**src/rtl/bbhp_pkg.sv**
```systemverilog
// Shared types, constants and a helper function for the byte buffer hash pair unit.
package bbhp_pkg;

  localparam logic [63:0] FNV_BASIS    = 64'hcbf29ce484222325;
  // FNV prime is 2^40 + 0x1b3
  localparam int unsigned FNV_SHIFT    = 40;
  localparam logic [8:0]  FNV_PRIME_LO = 9'h1b3;
  localparam logic [63:0] MIX_M        = 64'hc6a4a7935bd1e995;
  localparam logic [63:0] MIX_SEED     = 64'h1fffffffffffffff;
  localparam int unsigned MIX_SHIFT    = 47;
  localparam int unsigned HEAD_DEPTH   = 7;

  function automatic logic [63:0] avalanche_f(input logic [63:0] h);
    logic [63:0] t;
    t = h ^ (h >> MIX_SHIFT);
    t = t * MIX_M;
    t = t ^ (t >> MIX_SHIFT);
    return t;
  endfunction

  // Mix result of a zero-length buffer
  localparam logic [63:0] MIX_EMPTY = avalanche_f(MIX_SEED);

  // Operand fed to the shared multiplier
  typedef enum logic [2:0] {
    SRC_TOTAL,
    SRC_BYTE,
    SRC_MIX,
    SRC_TAIL,
    SRC_AVA
  } mul_src_e;

  // Register update applied by the datapath
  typedef enum logic [2:0] {
    OP_NONE,
    OP_SEED,
    OP_BYTE,
    OP_MIX,
    OP_TAIL,
    OP_TAIL_SKIP,
    OP_AVA
  } dp_op_e;

  typedef struct packed {
    logic     load;
    logic     mul_go;
    mul_src_e mul_src;
    dp_op_e   op;
    logic     out_load;
    logic     out_empty;
  } dp_cmd_t;

  typedef struct packed {
    logic in_first;
    logic in_empty;
    logic last;
    logic lmod_zero;
    logic mul_done;
    logic out_free;
  } dp_status_t;

endpackage

```
**src/rtl/bbhp_mul.sv**
```systemverilog
// Iterative 64 x 64 low-half multiplier by the mix constant, one 32 x 32 product a cycle.
module bbhp_mul (
  input  logic        clk_i,
  input  logic        rst_ni,
  input  logic        go_i,
  input  logic [63:0] a_i,
  output logic        done_o,
  output logic [63:0] res_o
);
  import bbhp_pkg::*;

  logic [1:0]  cnt_q, cnt_d;
  logic [63:0] prod_q, prod_d;
  logic [63:0] acc_q, acc_d;
  logic [31:0] op_x, op_y;

  always_comb begin
    op_x   = a_i[31:0];
    op_y   = MIX_M[31:0];
    acc_d  = acc_q;
    case (cnt_q)
      2'd0: begin
        op_x = a_i[31:0];
        op_y = MIX_M[31:0];
      end
      2'd1: begin
        op_x  = a_i[31:0];
        op_y  = MIX_M[63:32];
        acc_d = prod_q;
      end
      2'd2: begin
        op_x  = a_i[63:32];
        op_y  = MIX_M[31:0];
        acc_d = {acc_q[63:32] + prod_q[31:0], acc_q[31:0]};
      end
      default: begin
        op_x = a_i[31:0];
        op_y = MIX_M[31:0];
      end
    endcase
    prod_d = {32'd0, op_x} * {32'd0, op_y};
  end

  assign done_o = go_i && (cnt_q == 2'd3);
  assign res_o  = {acc_q[63:32] + prod_q[31:0], acc_q[31:0]};
  assign cnt_d  = go_i ? cnt_q + 2'd1 : 2'd0;

  always_ff @(posedge clk_i or negedge rst_ni) begin
    if (!rst_ni) begin
      cnt_q <= 2'd0;
    end else begin
      cnt_q <= cnt_d;
    end
  end

  always_ff @(posedge clk_i) begin
    if (go_i) begin
      prod_q <= prod_d;
      acc_q  <= acc_d;
    end
  end

endmodule

```
**src/rtl/bbhp_dp.sv**
```systemverilog
// Datapath: running hashes, head bytes, shared multiplier and output register.
module bbhp_dp (
  input  logic                 clk_i,
  input  logic                 rst_ni,
  input  logic [71:0]          in_data_i,
  input  logic                 in_last_i,
  input  logic [1:0]           in_user_i,
  input  bbhp_pkg::dp_cmd_t    cmd_i,
  output bbhp_pkg::dp_status_t status_o,
  output logic                 out_valid_o,
  input  logic                 out_ready_i,
  output logic [127:0]         out_data_o
);
  import bbhp_pkg::*;

  logic [7:0]  in_byte;
  logic [63:0] in_total;
  logic        in_first, in_empty;

  logic [63:0] fnv_q, fnv_d;
  logic [63:0] mix_q, mix_d;
  logic [2:0]  head_cnt_q, head_cnt_d;
  logic [2:0]  lmod_q, lmod_d;
  logic [7:0]  head_q [HEAD_DEPTH];
  logic [63:0] total_q;
  logic [63:0] bmix_q;
  logic        last_q;
  logic [63:0] acc_q;
  logic        out_valid_q;
  logic [63:0] out_fnv_q, out_mix_q;

  logic [63:0] fnv_base, fnv_x;
  logic [2:0]  cnt_base;
  logic [63:0] tail_w;
  logic [63:0] mul_a, mul_res;
  logic        mul_done;
  logic        out_free;

  assign in_byte  = in_data_i[7:0];
  assign in_total = in_data_i[71:8];
  assign in_first = in_user_i[0];
  assign in_empty = in_user_i[1];

  assign out_free = !out_valid_q || out_ready_i;

  always_comb begin
    for (int k = 0; k < HEAD_DEPTH; k++) begin
      if ((3'(k) < lmod_q) && (3'(k) < head_cnt_q)) begin
        tail_w[8*k +: 8] = head_q[k];
      end else begin
        tail_w[8*k +: 8] = 8'd0;
      end
    end
    tail_w[63:56] = 8'd0;
  end

  always_comb begin
    case (cmd_i.mul_src)
      SRC_TOTAL: mul_a = total_q;
      SRC_BYTE:  mul_a = bmix_q ^ (bmix_q >> MIX_SHIFT);
      SRC_MIX:   mul_a = mix_q;
      SRC_TAIL:  mul_a = mix_q ^ tail_w;
      SRC_AVA:   mul_a = acc_q ^ (acc_q >> MIX_SHIFT);
      default:   mul_a = mix_q;
    endcase
  end

  bbhp_mul u_mul (
    .clk_i  (clk_i),
    .rst_ni (rst_ni),
    .go_i   (cmd_i.mul_go),
    .a_i    (mul_a),
    .done_o (mul_done),
    .res_o  (mul_res)
  );

  // Byte step of FNV and the control state of a new item
  always_comb begin
    fnv_base   = in_first ? FNV_BASIS : fnv_q;
    fnv_x      = fnv_base ^ {56'd0, in_byte};
    cnt_base   = in_first ? 3'd0 : head_cnt_q;
    fnv_d      = fnv_q;
    head_cnt_d = head_cnt_q;
    lmod_d     = lmod_q;
    if (cmd_i.load) begin
      if (in_empty) begin
        fnv_d      = FNV_BASIS;
        head_cnt_d = 3'd0;
        lmod_d     = 3'd0;
      end else begin
        fnv_d = (fnv_x << FNV_SHIFT) + (fnv_x * {55'd0, FNV_PRIME_LO});
        if (cnt_base < 3'(HEAD_DEPTH)) begin
          head_cnt_d = cnt_base + 3'd1;
        end else begin
          head_cnt_d = cnt_base;
        end
        if (in_first) begin
          lmod_d = in_total[2:0];
        end
      end
    end
  end

  always_comb begin
    mix_d = mix_q;
    if (cmd_i.load && in_empty) begin
      mix_d = 64'd0;
    end else begin
      case (cmd_i.op)
        OP_SEED: mix_d = MIX_SEED ^ mul_res;
        OP_BYTE: mix_d = mix_q ^ mul_res;
        OP_MIX:  mix_d = mul_res;
        default: mix_d = mix_q;
      endcase
    end
  end

  always_ff @(posedge clk_i or negedge rst_ni) begin
    if (!rst_ni) begin
      fnv_q       <= FNV_BASIS;
      mix_q       <= 64'd0;
      head_cnt_q  <= 3'd0;
      lmod_q      <= 3'd0;
      out_valid_q <= 1'b0;
    end else begin
      fnv_q      <= fnv_d;
      mix_q      <= mix_d;
      head_cnt_q <= head_cnt_d;
      lmod_q     <= lmod_d;
      if (cmd_i.out_load) begin
        out_valid_q <= 1'b1;
      end else if (out_ready_i) begin
        out_valid_q <= 1'b0;
      end
    end
  end

  always_ff @(posedge clk_i) begin
    if (cmd_i.load) begin
      total_q <= in_total;
      last_q  <= in_last_i;
      bmix_q  <= {56'd0, in_byte} * MIX_M;
      if (!in_empty && (cnt_base < 3'(HEAD_DEPTH))) begin
        head_q[cnt_base] <= in_byte;
      end
    end
    case (cmd_i.op)
      OP_TAIL:      acc_q <= mul_res;
      OP_TAIL_SKIP: acc_q <= mix_q;
      OP_AVA:       acc_q <= mul_res ^ (mul_res >> MIX_SHIFT);
      default:      acc_q <= acc_q;
    endcase
    if (cmd_i.out_load) begin
      if (cmd_i.out_empty) begin
        out_fnv_q <= FNV_BASIS;
        out_mix_q <= MIX_EMPTY;
      end else begin
        out_fnv_q <= fnv_q;
        out_mix_q <= acc_q;
      end
    end
  end

  assign status_o.in_first  = in_first;
  assign status_o.in_empty  = in_empty;
  assign status_o.last      = last_q;
  assign status_o.lmod_zero = (lmod_q == 3'd0);
  assign status_o.mul_done  = mul_done;
  assign status_o.out_free  = out_free;

  assign out_valid_o = out_valid_q;
  assign out_data_o  = {out_mix_q, out_fnv_q};

endmodule

```
**config.mk**
```make
export PLATFORM = sky130hd
export DESIGN_NAME = bbhp_dp
export DESIGN_NICKNAME = d
export VERILOG_FILES = /design/src/rtl/bbhp_pkg.sv /design/src/rtl/bbhp_mul.sv /design/src/rtl/bbhp_dp.sv
export SDC_FILE = /design/constraint.sdc
export NUM_CORES = 2
export LEC_CHECK = 0
export BUFFER_PORTS_ARGS = -buffer_cell sky130_fd_sc_hd__buf_2
export CAP_MARGIN = 15
export CORE_ASPECT_RATIO = 0.7
export CORE_MARGIN = 2
export CORE_UTILIZATION = 60
export CTS_CLUSTER_SIZE = 40
export DETAILED_ROUTE_END_ITERATION = 8
export GPL_TIMING_DRIVEN = 0
export HOLD_SLACK_MARGIN = 0.15
export PLACE_DENSITY = 0.77
export SLEW_MARGIN = 20
export SYNTH_ARGS = -nofsm -noshare
export SYNTH_HDL_FRONTEND = slang
export SYNTH_SLANG_ARGS = --single-unit
export TNS_END_PERCENT = 5
```
**constraint.sdc**
```tcl
create_clock -name clk_i -period 25.1 [get_ports clk_i]
set_input_delay 1.255 -clock clk_i [delete_from_list [all_inputs] [get_ports clk_i]]
set_output_delay 1.255 -clock clk_i [all_outputs]
set_load 0.03 [all_outputs]
```
==> qor.txt <==
Post-CTS Hold Buffers: 0
Height of the die: 292 um
Max Used Layer: met5
Post-synth top area cell: fa_1
Avg WL per Cell: 26.5 um
Multi-input logic area: 46100 um^2
Core Footprint: 117000 um^2
Final setup TNS: 0 ps
Number of flops mapped to enable cells by yosys: 505
Total CTS buffers: 58
Slowest cell on crit path: o21ai_0
Post-Synthesis Cells: 6971
Least-Margin Pin Slew: 1350 ps
Synth cell types: 90
First-pass GRT wire length: 346000 um
H-tree Lvls: 2
Overflow left after global routing: 0
Crit path DAT: 14470 ps
Critical path's top delay family: adder cells
Post-Route WL: 235000 um
Worst hold path class: in -> async
Mapped Area: 71000 um^2
FF+latch count, synth: 642
Syn avg cell area: 10.2 um^2
Skew-Pair Late Insertion Delay: 730 ps
Tcrit/Tclk final: 0.557
Total GRT Usage: 0.391
Status: finished, violations left
Crit start category: input pin
Initial antenna violation count: 14
Vias in the first global route: 53800
Crit Path Category: in -> reg
Failing checks: DRC
Die width: 415 um
Reg area: 18600 um^2
Total iterations of the first detailed-routing run: 9
Row Count: 105
Area contributors post-synth: fa_1 28%, edfxtp_1 21%, ha_1 13%
Final Setup Violations: 0
Asr flop ratio synth: 0.213
CP max stage delay: 800 ps
Routed wl met3: 38200 um
IO Count: 223
DR vias/cell: 6.13
Slew headroom: 0.0969
Nets: 9084
Reg2Reg Setup Slack: 11980 ps
Area grow syn2layout: 7.98%
Routed length on met1: 95700 um
Initial Util: 0.605
DRT antenna net count: 0
Clock buffer depth: 3
Fin. Hold Viols: 0
Achievable Freq: 0.0715 GHz
Seq/Total Area, Yosys: 0.262
Die ar.: 121000 um^2
Yosys top cell area share: 0.277
Max-cap violations: 0
Buf+Inv Stages, Crit Path: 10
Syn. warnings: 0
# port buffers: 217
Clock Skew: 99.0 ps
Clock sinks: 642
Share of cells above drive strength 1: 0.0768
DP Wirelength: 197000 um
Post-CTS Setup Bufs: 0
Worst Setup End Kind: flop
RR Endpoint: u_mul.prod_q[61]
Via count: 54400
Tmin final: 13990 ps
Clock-pin slew on the worst setup and hold paths: 80 ps
Req. time, crit path: 25580 ps
Fillcell total: 9405
Reg-to-reg startpoint: head_cnt_q[2]
DRC Markers: 6
Largest net degree at the start of global routing: 92
Fin. max-slew vios: 0
WL met2: 91600 um
R2R cell count: 38
Ys flop type: edfxtp_1
Post-CTS sizing: 0
DR iter-0 viols: 7011
RSZ-0062 raised after global routing: false
RD Place Congestion: 1.05
CTS tree: built
Max FO, Critical Path: 10
Root buffer cell: clkbuf_16
## stage by stage
stage	instances	utilization	instance area [um^2]	setup WS [ps]	hold slack [ps]
after floorplan	6973	-	71000	14450	456
after global placement	8741	0.631	74100	10900	478
after detailed placement	8764	0.635	74500	11040	486
after CTS	8872	0.653	76600	11740	441
after global routing	8873	0.654	76700	11010	463
final	8877	0.654	76700	11110	424
## flip-flops by register name, summed over array words and instances (netlist names)
signal and cells:
acc_q 64, bmix_q 64, fnv_q 64, head_cnt_q 3
head_q 56, last_q 1, lmod_q 3, mix_q 64
out_fnv_q 64, out_mix_q 64, out_valid_o 1, total_q 64
u_mul.acc_q 64, u_mul.cnt_q 2, u_mul.prod_q 64
## Yosys cell counts (28+ instances only)
cell / n
edfxtp_1: 505
nand2_1: 422
clkbuf_1: 204
xnor2_1: 173
a21oi_1: 507
nand4_1: 31
dfrtp_1: 109
o21ai_0: 302
mux2i_1: 40
inv_1: 1461
nand2b_1: 31
fa_1: 982
xor2_1: 106
o22ai_1: 56
o21a_1: 39
ha_1: 741
nor2b_1: 97
a31oi_1: 58
a21o_1: 122
dfstp_2: 28
nor2_1: 345
or2_2: 90
o21bai_1: 52
and3_1: 31
mux2_2: 37
nand3_1: 48
nor3_1: 33
## layout make-up
cell class,instances,area share
antenna,5,0.000163
buffer,244,0.0124
clock buffer,68,0.0204
clock inverter,40,0.00720
inverter,1463,0.0716
multi-input combinational,4624,0.601
sequential,642,0.243
tap,1551,0.0253
timing repair buffer,240,0.0190
## kinds of logic (layout without fill, tap and decap cells)
| family | count (synthesis) | count (layout) | share of synthesized area |
|---|---|---|---|
| compound gates | 1341 | 1341 | 0.115 |
| xor+xnor | 283 | 283 | 0.0356 |
| fa+ha+maj | 1724 | 1724 | 0.407 |
| buf+inv | 1707 | 2055 | 0.0907 |
| flops | 642 | 642 | 0.262 |
| mux | 77 | 77 | 0.0115 |
| other cells | 2 | 9 | 0.000106 |
| simple gates | 1195 | 1195 | 0.0777 |
## worst max path at each step
stage	start	depth (start not counted)	to
finish	cmd_i[6]	35	u_mul.prod_q[61]
global placement	cmd_i[6]	34	u_mul.prod_q[61]
detailed placement	cmd_i[6]	35	u_mul.prod_q[61]
CTS	cmd_i[6]	35	u_mul.prod_q[61]
floorplan	cmd_i[7]	36	u_mul.prod_q[57]
global route	cmd_i[7]	37	u_mul.prod_q[61]
## routing by layer
metal,global-route usage,up-vias
met2,0.519,3615
met1,0.575,26900
li1,-,23400
met5,0,-
met3,0.165,560
met4,0.126,12
## cell usage in the layout (no fill, tap or decap), types with 48 or more instances in the layout
cell	netlist	final
ha_1	741	741
inv_1	1461	1461
fa_1	982	982
buf_2	10	229
a31oi_1	58	58
nand2_1	422	422
edfxtp_1	505	505
nand3_1	48	48
clkbuf_1	204	207
o21bai_1	52	52
a21oi_1	507	507
clkbuf_16	0	60
or2_2	90	90
o22ai_1	56	56
nor2_1	345	343
o21ai_0	302	293
dfrtp_1	109	109
nor2b_1	97	96
a21o_1	122	122
xor2_1	106	105
xnor2_1	173	170
Power is left out: the tool's default activity adds up to more than one toggle a clock period on the data nets, which glitch-free logic cannot reach.
