File: src/rtl/bbhp_pkg.sv
// Shared types, constants and a helper function for the byte buffer hash pair unit.
package bbhp_pkg;

  localparam logic [63:0] FNV_BASIS    = 64'hcbf29ce484222325;
  // FNV prime is 2^40 + 0x1b3
  localparam int unsigned FNV_SHIFT    = 40;
  localparam logic [8:0]  FNV_PRIME_LO = 9'h1b3;
  localparam logic [63:0] MIX_M        = 64'hc6a4a7935bd1e995;
  localparam logic [63:0] MIX_SEED     = 64'h1fffffffffffffff;
  localparam int unsigned MIX_SHIFT    = 47;
  localparam int unsigned HEAD_DEPTH   = 7;

  function automatic logic [63:0] avalanche_f(input logic [63:0] h);
    logic [63:0] t;
    t = h ^ (h >> MIX_SHIFT);
    t = t * MIX_M;
    t = t ^ (t >> MIX_SHIFT);
    return t;
  endfunction

  // Mix result of a zero-length buffer
  localparam logic [63:0] MIX_EMPTY = avalanche_f(MIX_SEED);

  // Operand fed to the shared multiplier
  typedef enum logic [2:0] {
    SRC_TOTAL,
    SRC_BYTE,
    SRC_MIX,
    SRC_TAIL,
    SRC_AVA
  } mul_src_e;

  // Register update applied by the datapath
  typedef enum logic [2:0] {
    OP_NONE,
    OP_SEED,
    OP_BYTE,
    OP_MIX,
    OP_TAIL,
    OP_TAIL_SKIP,
    OP_AVA
  } dp_op_e;

  typedef struct packed {
    logic     load;
    logic     mul_go;
    mul_src_e mul_src;
    dp_op_e   op;
    logic     out_load;
    logic     out_empty;
  } dp_cmd_t;

  typedef struct packed {
    logic in_first;
    logic in_empty;
    logic last;
    logic lmod_zero;
    logic mul_done;
    logic out_free;
  } dp_status_t;

endpackage

File: src/rtl/bbhp_ctrl.sv
// Controller state machine sequencing the multiplies of each byte and the final mix.
module bbhp_ctrl (
  input  logic                 clk_i,
  input  logic                 rst_ni,
  input  logic                 in_valid_i,
  output logic                 in_ready_o,
  input  bbhp_pkg::dp_status_t status_i,
  output bbhp_pkg::dp_cmd_t    cmd_o
);
  import bbhp_pkg::*;

  localparam logic [2:0] ST_IDLE  = 3'd0;
  localparam logic [2:0] ST_SEED  = 3'd1;
  localparam logic [2:0] ST_BYTE  = 3'd2;
  localparam logic [2:0] ST_MIX   = 3'd3;
  localparam logic [2:0] ST_TAIL  = 3'd4;
  localparam logic [2:0] ST_AVA   = 3'd5;
  localparam logic [2:0] ST_OUT   = 3'd6;
  localparam logic [2:0] ST_EMPTY = 3'd7;

  logic [2:0] state_q, state_d;

  always_comb begin
    state_d           = state_q;
    in_ready_o        = 1'b0;
    cmd_o.load        = 1'b0;
    cmd_o.mul_go      = 1'b0;
    cmd_o.mul_src     = SRC_MIX;
    cmd_o.op          = OP_NONE;
    cmd_o.out_load    = 1'b0;
    cmd_o.out_empty   = 1'b0;
    case (state_q)
      ST_IDLE: begin
        in_ready_o = 1'b1;
        if (in_valid_i) begin
          cmd_o.load = 1'b1;
          if (status_i.in_empty) begin
            state_d = ST_EMPTY;
          end else if (status_i.in_first) begin
            state_d = ST_SEED;
          end else begin
            state_d = ST_BYTE;
          end
        end
      end
      ST_SEED: begin
        cmd_o.mul_go  = 1'b1;
        cmd_o.mul_src = SRC_TOTAL;
        if (status_i.mul_done) begin
          cmd_o.op = OP_SEED;
          state_d  = ST_BYTE;
        end
      end
      ST_BYTE: begin
        cmd_o.mul_go  = 1'b1;
        cmd_o.mul_src = SRC_BYTE;
        if (status_i.mul_done) begin
          cmd_o.op = OP_BYTE;
          state_d  = ST_MIX;
        end
      end
      ST_MIX: begin
        cmd_o.mul_go  = 1'b1;
        cmd_o.mul_src = SRC_MIX;
        if (status_i.mul_done) begin
          cmd_o.op = OP_MIX;
          state_d  = status_i.last ? ST_TAIL : ST_IDLE;
        end
      end
      ST_TAIL: begin
        // skip the tail multiply when the length is a multiple of eight
        if (status_i.lmod_zero) begin
          cmd_o.op = OP_TAIL_SKIP;
          state_d  = ST_AVA;
        end else begin
          cmd_o.mul_go  = 1'b1;
          cmd_o.mul_src = SRC_TAIL;
          if (status_i.mul_done) begin
            cmd_o.op = OP_TAIL;
            state_d  = ST_AVA;
          end
        end
      end
      ST_AVA: begin
        cmd_o.mul_go  = 1'b1;
        cmd_o.mul_src = SRC_AVA;
        if (status_i.mul_done) begin
          cmd_o.op = OP_AVA;
          state_d  = ST_OUT;
        end
      end
      ST_OUT: begin
        if (status_i.out_free) begin
          cmd_o.out_load = 1'b1;
          state_d        = ST_IDLE;
        end
      end
      ST_EMPTY: begin
        if (status_i.out_free) begin
          cmd_o.out_load  = 1'b1;
          cmd_o.out_empty = 1'b1;
          state_d         = ST_IDLE;
        end
      end
      default: begin
        state_d = ST_IDLE;
      end
    endcase
  end

  always_ff @(posedge clk_i or negedge rst_ni) begin
    if (!rst_ni) begin
      state_q <= ST_IDLE;
    end else begin
      state_q <= state_d;
    end
  end

endmodule

File: config.mk
export PLATFORM = sky130hd
export DESIGN_NAME = bbhp_ctrl
export DESIGN_NICKNAME = d
export VERILOG_FILES = /design/src/rtl/bbhp_pkg.sv /design/src/rtl/bbhp_ctrl.sv
export SDC_FILE = /design/constraint.sdc
export NUM_CORES = 1
export LEC_CHECK = 0
export BUFFER_PORTS_ARGS = -buffer_cell sky130_fd_sc_hd__buf_2
export CORE_AREA = 2 2 39 41
export DETAILED_ROUTE_END_ITERATION = 10
export DIE_AREA = 0 0 41 43
export GPL_ROUTABILITY_DRIVEN = 0
export HOLD_SLACK_MARGIN = 0.08
export PLACE_DENSITY_LB_ADDON = 0.15
export SLEW_MARGIN = 0
export SYNTH_ARGS = -nofsm -noshare
export SYNTH_HDL_FRONTEND = slang
export SYNTH_SLANG_ARGS = --single-unit
File: constraint.sdc
create_clock -name clk_i -period 3.55 [get_ports clk_i]
set_input_delay 0.8875 -clock clk_i [delete_from_list [all_inputs] [get_ports clk_i]]
set_output_delay 0.8875 -clock clk_i [all_outputs]
set_load 0.03 [all_outputs]
==> out/results.txt, run 1 <==
PortBufs -> 19
Final Hold Viols -> 0
Reg with most FFs -> state_q
Gr usage total -> 16.8%
Final Cell Area -> 577 um^2
Post-route DRC -> 0
Clock transition at path regs -> 0.04 ns
Drt pass-1 iters -> 4
CTS H-Tree Depth -> 1
Worst skew pair latency -> 0.24 ns
Clk root buf -> clkbuf_4
Post-Syn Area -> 443 um^2
Outcome -> complete, no violations
Biggest regs -> state_q (3)
RSZ-0062 raised after global routing -> no
Post-CTS setup buffer count -> 0
Type of origin of the critical path -> flop
Min Tclk post-route -> 3.04 ns
Pwr Density -> 1140 nW/um^2
Slowest CP cell -> dfrtp_1
Routed WL -> 1.27 mm
Remaining global-route overflow -> 0
Synth warn -> 0
Gate Count Post-Synth -> 64
Via density -> 5.61
Worst-Margin Slew -> 0.435 ns
CP peak stage delay -> 0.60 ns
Die Wd -> 41 um
Period utilisation layout -> 85.5%
Crit. End Element -> output pin
TritonCTS clock tree -> built
Final WS setup -> 0.514 ns
Core ar. -> 1380 um^2
Commonest non-fill, non-tap cell in the layout -> buf_2
CP max FO -> 14
Worst VDD drop -> 455 uV
Share of cells above drive strength 1 -> 28.2%
WHS -> 0.436 ns
DPL Wire Length -> 927 um
Layout area overhead -> 30.2%
TritonCTS buffer count -> 3
Initial antenna violation count -> 0
Clock buffer depth -> 2
Syn_nets -> 75
Vias in the first global route -> 491
Final #Nets -> 97
Yosys reg bits -> 3
DP Worst Slack -> 0.810 ns
CP Class -> reg -> out
Hold buffers post-CTS -> 0
Via count -> 567
Largest net degree at the start of global routing -> 18
Peak Freq -> 0.329 GHz
Post-Route Skew -> 0.00244 ns
Crit path cell chain -> inv_1 -> ha_1 -> inv_1 -> o21ai_0 -> o21ai_0 -> a22o_1 -> buf_2
Diode count -> 0
Ports -> 20
Worst path top cell family by delay -> flip-flops
# setup viols final -> 0
Crit path DAT -> 2.15 ns
Mean Syn Cell Area -> 6.92 um^2
Die Y -> 43 um
Max-cap viol count -> 0
Critical path buffer and inverter count -> 3
DIE AREA -> 1760 um^2
Critical Path RT -> 2.66 ns
Initial Util -> 32.0%
CTS-repair resized insts -> 0
Commonest non-fill, non-tap cells in the layout -> 19 x buf_2, 6 x o21ai_0, 5 x nor3_1, 5 x nor2_1
Area of placed instances -> 551 um^2
Remaining antenna violation count -> 0
Wire length of the first global-routing pass -> 2.10 mm
Num rows -> 14
Sequential area share after synthesis -> 16.9%
Max FFs per register -> 3
Relative slew slack -> 71.0%
HP Class -> in -> async
Leakage -> 0.290 nW
TNS Setup -> 0 ns
Final Max Tran Viols -> 0
Initial DRC Count -> 20
WL per Instance -> 12.5 um
Clock sink count -> 3
Synth cell types -> 26
## path summary, 6_finish.rpt
kind	from	to	slack (ns)	cells past startpoint
setup / recovery	state_q[2]	cmd_o[8]	0.51	7
setup reg to reg	state_q[2]	state_q[0]	1.74	5
hold reg to reg	state_q[1]	state_q[1]	0.78	3
max in group asynchronous	rst_ni	state_q[1]	3.01	1
min in group clk_i	state_q[1]	state_q[1]	0.78	3
hold / removal	rst_ni	state_q[0]	0.44	1
## logic make-up (layout without fill, tap and decap cells)
kind of cell	count (synthesis)	after routing	synth area share (%)
compound gates	20	20	31.9
fa+ha+maj	2	2	5.65
buf+inv	7	28	6.78
flops	3	3	16.9
simple gates	32	32	38.7
## worst reg2reg max path, delay by kind of cell, from the launching register on
kind | cells | cell delay, ns
flops | 1 | 0.60
compound gates | 2 | 0.29
fa+ha+maj | 1 | 0.33
simple gates | 2 | 0.47
## layer usage
layer  track usage [%]  wire [um]  up-vias
met5                 0          0        -
met4              9.33         35        0
met3              2.09         92        4
met2              22.2        543       26
met1              25.1        596      255
li1                  -          -      282
## power by group
| part | switching [mW] | total (mW) | internal (mW) | leakage, nW |
|---|---|---|---|---|
| Combinational | 0.332 | 0.501 | 0.169 | 0.240 |
| Sequential | 0.0427 | 0.0945 | 0.0518 | 0.0347 |
| Clock | 0.0187 | 0.0609 | 0.0422 | 0.0150 |
## metrics by stage
stage | instances | util (%) | power [mW]
6_report | 101 | 41.7 | 0.656
5_1_grt | 101 | 41.7 | 0.716
4_1_cts | 101 | 41.7 | 0.650
3_5_place_dp | 97 | 39.8 | 0.586
3_3_place_gp | 97 | 39.8 | 0.593
2_1_floorplan | 64 | - | 0.470
## area by class of cell
type | instances | area, um^2
Tap cell | 16 | 20.0
Sequential cell | 3 | 75.1
Clock buffer | 4 | 26.3
Fill cell | 162 | 807
Multi-Input combinational cell | 54 | 338
Inverter | 4 | 15.0
Timing Repair Buffer | 20 | 103
## synthesized netlist by cell type
master     number  area share, %
nor2b_1         3            4.2
o211ai_1        1            1.7
o2111ai_1       2            4.0
o21bai_1        1            1.7
a221o_1         2            4.5
buf_2           3            3.4
a22o_1          1            2.0
nand4_1         1            1.4
a221oi_2        1            3.4
nand3_1         3            3.4
nor3_1          5            5.6
nand2b_1        2            2.8
nand2_1         4            3.4
and2b_1         1            1.7
and2_1          2            2.8
and4_1          1            2.0
o41ai_1         1            2.0
and3_1          3            4.2
a31oi_1         1            1.4
inv_1           4            3.4
a21oi_1         4            4.5
nor4_1          2            2.8
o21ai_0         6            6.8
dfrtp_1         3             17
ha_1            2            5.6
nor2_1          5            4.2
Note: power is estimated with default switching activity, not from simulation.
==> run 2: changes to the inputs <==
Settings changed: ABC_AREA from default to 1, CORE_AREA 2 2 39 41 to 4 4 42 44, DIE_AREA 0 0 41 43 to 0 0 46 48.
==> out/results.txt, run 2 <==
Outcome -> complete, no violations
Yosys top cell area share -> 22.1% (+5.2 points)
Top FF cell, synth -> dfrtp_1
Initial DRC Count -> 13 (-35%)
Period utilisation layout -> 75.6% (-9.9 points)
Max FFs per register -> 3 (unchanged)
Commonest non-fill, non-tap cell in the layout -> nand2_1
# setup viols final -> 0 (unchanged)
Commonest non-fill, non-tap cells in the layout -> 28 x nand2_1, 19 x buf_2, 15 x inv_1
DPL Wire Length -> 956 um (+3.1%)
Remaining antenna violation count -> 0 (unchanged)
Crit. End Element -> output pin
Post-route DRC -> 0 (unchanged)
Share of cells above drive strength 1 -> 34.3% (+6.1 points)
Post-synth EDFFs -> 0 (unchanged)
Gate Count Post-Synth -> 81 (+27%)
Final Hold Viols -> 0 (unchanged)
CTS-repair resized insts -> 0 (unchanged)
Final #Nets -> 114 (+18%)
Crit path cell chain -> inv_2 -> ha_1 -> o21ai_4 -> nand2_2 -> a21oi_2 -> buf_2
Reg with most FFs -> state_q
CP peak stage delay -> 0.60 ns (about the same)
TNS Setup -> 0 ns (unchanged)
Diode count -> 0 (unchanged)
Post-synth ARST share -> 100% (unchanged)
Worst path top cell family by delay -> flip-flops
Post-CTS setup buffer count -> 0 (unchanged)
Crit path DAT -> 1.80 ns (-0.35 ns)
Max-cap viol count -> 0 (unchanged)
Largest net degree at the start of global routing -> 12 (-6)
Drt pass-1 iters -> 4 (unchanged)
Via count -> 547 (-3.5%)
Clk root buf -> clkbuf_4
Total power -> 0.702 mW (+7.0%)
Wire length of the first global-routing pass -> 1.84 mm (-12%)
Clock transition at path regs -> 0.04 ns (about the same)
Synth warn -> 0 (unchanged)
Clock sink count -> 3 (unchanged)
Vias in the first global route -> 445 (-9.4%)
Final-layout fill cell count -> 171 (+5.6%)
CP Class -> reg -> out
Worst skew pair latency -> 0.23 ns (about the same)
Hold buffers post-CTS -> 0 (unchanged)
Syn_nets -> 92 (+23%)
Remaining global-route overflow -> 0 (unchanged)
Relative slew slack -> 70.9% (-0.11 points)
Clock buffer depth -> 2 (unchanged)
Synth cell types -> 23 (-12%)
CTS H-Tree Depth -> 1 (unchanged)
WL per Instance -> 9.74 um (-22%)
Gr usage total -> 11.3% (-5.5 points)
Layout area overhead -> 25.8%
Slowest CP cell -> dfrtp_1
DIE AREA -> 2210 um^2 (+25%)
Final Cell Area -> 598 um^2 (+3.7%)
Critical Path RT -> 2.66 ns (about the same)
Routed WL -> 1.15 mm (-9.3%)
Yosys reg bits -> 3 (unchanged)
Biggest regs -> state_q (3)
HP Class -> in -> async
PortBufs -> 19 (unchanged)
Initial antenna violation count -> 0 (unchanged)
Yosys top cell by area -> nand2_1
TritonCTS clock tree -> built
Pwr Density -> 1170 nW/um^2 (+3.2%)
Sequential area share after synthesis -> 15.8% (-1.2 points)
Synth cell count leaders -> 28 x nand2_1, 15 x inv_1, 6 x nand3_1, 4 x nor2_1
Min Tclk post-route -> 2.68 ns (-0.353 ns)
Ports -> 20 (unchanged)
Peak Freq -> 0.373 GHz (+13%)
Worst VDD drop -> 401 uV (-12%)
TritonCTS buffer count -> 3 (unchanged)
Post-Route Skew -> 0.00154 ns (-0.000900 ns)
Critical path buffer and inverter count -> 2 (-1)
Leakage -> 0.391 nW (+35%)
Worst-Margin Slew -> 0.436 ns (+0.00171 ns)
Area of placed instances -> 572 um^2 (+3.9%)
CP max FO -> 11 (-3)
Initial Util -> 33.1% (+1.1 points)
Synth top area cells -> nand2_1 22%, dfrtp_1 16%, inv_1 12%, nand3_1 6.3%, ha_1 5.3%
RSZ-0062 raised after global routing -> no
Num rows -> 14 (unchanged)
Die Wd -> 46 um (+12%)
Most frequent cell after synthesis -> nand2_1
Core ar. -> 1440 um^2 (+3.8%)
Via density -> 4.64 (-17%)
Post-Syn Area -> 475 um^2 (+7.3%)
Type of origin of the critical path -> flop
Final Max Tran Viols -> 0 (unchanged)
Mean Syn Cell Area -> 5.87 um^2 (-15%)
Die Y -> 48 um (+12%)
==> run 2: cell count changes in the layout (fill, tap and decap cells not counted), moves of 3 or more <==
| cell | delta |
|---|---|
| nor3_1 | -4 |
| and3_1 | -3 |
| nand3_1 | +3 |
| nor2b_1 | -3 |
| nand2_1 | +24 |
| inv_1 | +11 |
| o21ai_0 | -4 |
| inv_2 | +3 |
| a21oi_1 | -3 |
==> run 2: cells by family after synthesis <==
logic type      count (synthesis)  share of synthesized area, %
flops                           3                          15.8
buf+inv                        20                          18.2
simple gates                   49                          48.7
fa+ha+maj                       2                          5.26
compound gates                  7                          12.1
==> run 2: layout make-up <==
class	instances	area, um^2	area share (%)
clock buffers	4	26.3	4.39
inverters	18	67.6	11.3
multi-input cells	58	314	52.5
flip-flops and latches	3	75.1	12.6
well taps	16	20.0	3.35
repair buffers	19	95.1	15.9
==> run 2: power by group <==
part / switching (mW) / leakage (nW) / internal [mW]
logic: 0.365 / 0.340 / 0.172
registers: 0.0537 / 0.0360 / 0.0530
clock network: 0.0168 / 0.0150 / 0.0421
==> run 2: path summary, 6_finish.rpt <==
kind / from / end / slack [ns] / depth (start not counted)
max in group asynchronous: rst_ni / state_q[0] / 3.00 / 1
setup reg to reg: state_q[2] / state_q[1] / 2.10 / 7
setup / recovery: state_q[2] / cmd_o[3] / 0.87 / 6
hold / removal: rst_ni / state_q[1] / 0.45 / 1
hold reg to reg: state_q[0] / state_q[0] / 0.63 / 2
min in group clk_i: state_q[0] / state_q[0] / 0.63 / 2
==> run 2: per-layer routing <==
layer	vias up	GRT usage [%]	part of all wire, %
met2	15	17.3	47
met4	0	3.41	0
met1	239	16.0	46
li1	293	-	-
met5	-	0	0
met3	0	1.88	6.4
==> run 2: metrics by stage <==
step                instances  hold WS (ns)  utilization (%)  worst slack (ns)
CTS                       118         0.444             41.6             0.869
floorplan                  81         0.560                -             0.844
global route              118         0.431             41.6             0.733
finish                    118         0.447             41.6             0.866
detailed placement        114         0.617             39.8              1.08
global placement          114         0.609             39.8              1.08
==> run 3: changes to the inputs <==
Settings changed: ABC_AREA 1 to 0, CORE_AREA 4 4 42 44 to 4 4 41 43, DIE_AREA 0 0 46 48 to 0 0 45 47.
Clock period 3.55 ns to 2.8 ns, I/O delays scaled along.
==> out/results.txt, run 3 (synthesis results as in run 1) <==
Outcome -> complete, no violations
Post-CTS setup buffer count -> 0 (unchanged)
Final-layout fill cell count -> 152 (-11%)
Via density -> 5.60 (+21%)
Layout area overhead -> 31.6%
Type of origin of the critical path -> flop
Largest net degree at the start of global routing -> 18 (+6)
Drt pass-1 iters -> 5 (+1)
Share of cells above drive strength 1 -> 29.1% (-5.2 points)
Initial DRC Count -> 32 (+19)
Diode count -> 0 (unchanged)
Final Hold Viols -> 0 (unchanged)
TritonCTS buffer count -> 3 (unchanged)
Core ar. -> 1300 um^2 (-9.4%)
# setup viols final -> 0 (unchanged)
Pwr Density -> 1420 nW/um^2 (+21%)
Max-cap viol count -> 0 (unchanged)
PortBufs -> 19 (unchanged)
Routed WL -> 1.22 mm (+5.7%)
TNS Setup -> 0 ns (unchanged)
Wire length of the first global-routing pass -> 2.13 mm (+16%)
HP Class -> in -> async
Ports -> 20 (unchanged)
Max FFs per register -> 3 (unchanged)
Peak Freq -> 0.397 GHz
Final Max Tran Viols -> 0 (unchanged)
Leakage -> 0.294 nW (-25%)
Layout Cells excl Fill -> 101 (-14%)
Sw Pwr -> 0.484 mW (+11%)
Biggest regs -> state_q (3)
DIE AREA -> 2120 um^2 (-4.2%)
Sw Ratio -> 58.6% (-3.3 points)
Worst skew pair latency -> 0.22 ns (about the same)
Worst-Margin Slew -> 0.347 ns (-0.0897 ns)
Min Tclk post-route -> 2.52 ns
Clock share of power -> 8.7% (+0.3 points)
CP max FO -> 7 (-4)
Commonest non-fill, non-tap cell in the layout -> buf_2
Hold buffers post-CTS -> 0 (unchanged)
Die Y -> 47 um (-2.1%)
CTS H-Tree Depth -> 1 (unchanged)
Clk root buf -> clkbuf_4
Commonest non-fill, non-tap cells in the layout -> 19 x buf_2, 6 x o21ai_0, 5 x nor3_1, 5 x nor2_1
Seq pwr share -> 11.7% (-3.5 points)
Remaining global-route overflow -> 0 (unchanged)
Reg with most FFs -> state_q
RSZ-0062 raised after global routing -> no
Gr usage total -> 13.1% (+1.8 points)
Die Wd -> 45 um (-2.2%)
Via count -> 566 (+3.5%)
Clock sink count -> 3 (unchanged)
Comb pwr share -> 79.5% (+3.1 points)
Period utilisation layout -> 90.1%
DPL Wire Length -> 928 um (-2.9%)
WL per Instance -> 12.0 um (+24%)
Initial Util -> 34.0% (+0.94 points)
CTS-repair resized insts -> 0 (unchanged)
Total power -> 0.826 mW (+18%)
Critical Path RT -> 2.10 ns (-0.56 ns)
Post-route DRC -> 0 (unchanged)
Clock transition at path regs -> 0.03 ns (about the same)
Post-Route Skew -> 0.00205 ns (+0.000508 ns)
Final #Nets -> 98 (-14%)
Crit. End Element -> output pin
CP Class -> reg -> out
Crit path DAT -> 1.82 ns (+0.02 ns)
Remaining antenna violation count -> 0 (unchanged)
DP Worst Slack -> 0.522 ns (-0.558 ns)
Clock buffer depth -> 2 (unchanged)
Placed cell count -> 97 (-15%)
Cell internal pwr -> 0.342 mW (+28%)
TritonCTS clock tree -> built
Relative slew slack -> 76.7% (+5.8 points)
Initial antenna violation count -> 0 (unchanged)
Final WS setup -> 0.278 ns (-0.588 ns)
Worst VDD drop -> 586 uV (+46%)
Vias in the first global route -> 502 (+13%)
Num rows -> 13 (-1)
-- run 3: cell count changes in the layout (fill, tap and decap cells not counted), moves of 3 or more --
cell     previous run  this run
a21oi_1             1         4
and3_1              0         3
inv_1              15         4
inv_2               3         0
nand2_1            28         4
nand3_1             6         3
nor2b_1             0         3
nor3_1              1         5
o21ai_0             2         6
-- run 3: power by group through the flow --
stage,combinational [mW],sequential [mW],clock [mW]
finish,0.657,0.0969,0.0720
detailed placement,0.653,0.0979,0
global route,0.723,0.102,0.0823
floorplan,0.507,0.0888,0
CTS,0.654,0.0970,0.0756
global placement,0.660,0.0989,0
-- run 3: worst max-delay path: stages (launching register included) --
cell,delay [ns]
dfrtp_1,0.36
inv_1,0.14
ha_1,0.31
inv_1,0.19
and4_1,0.21
a21oi_1,0.04
o21ai_0,0.13
buf_2,0.21
-- run 3: metal layers --
layer | up-vias | GRT usage (%) | routed length (um)
li1 | 287 | - | -
met1 | 248 | 18.5 | 612
met2 | 29 | 20.3 | 516
met3 | 2 | 4.60 | 82
met4 | 0 | 0 | 4
met5 | - | 0 | 0
-- run 3: final cells by class --
class / count / area, um^2 / share of cell area [%]
Clock buffer: 4 / 26.3 / 4.51
Sequential cell: 3 / 75.1 / 12.9
Tap cell: 15 / 18.8 / 3.22
Inverter: 4 / 15.0 / 2.58
Timing Repair Buffer: 21 / 110 / 18.9
Multi-Input combinational cell: 54 / 338 / 57.9
-- run 3: worst paths after layout --
path	startpoint	endpoint	slack (ns)	depth (start not counted)
worst max-delay path	state_q[2]	cmd_o[2]	0.28	7
worst min-delay path	rst_ni	state_q[2]	0.26	1
worst min register to register	state_q[2]	state_q[2]	0.66	2
max in group asynchronous	rst_ni	state_q[0]	2.44	1
min in group clk_i	state_q[2]	state_q[2]	0.66	2
worst max register to register	state_q[1]	state_q[0]	1.09	6
-- run 3: metrics by stage --
stage	instance area, um^2	utilization [%]	hold slack (ns)
after CTS	583	44.8	0.253
after global placement	557	42.8	0.496
after global routing	583	44.8	0.246
final	583	44.8	0.259
after detailed placement	557	42.8	0.495
after floorplan	443	-	0.404
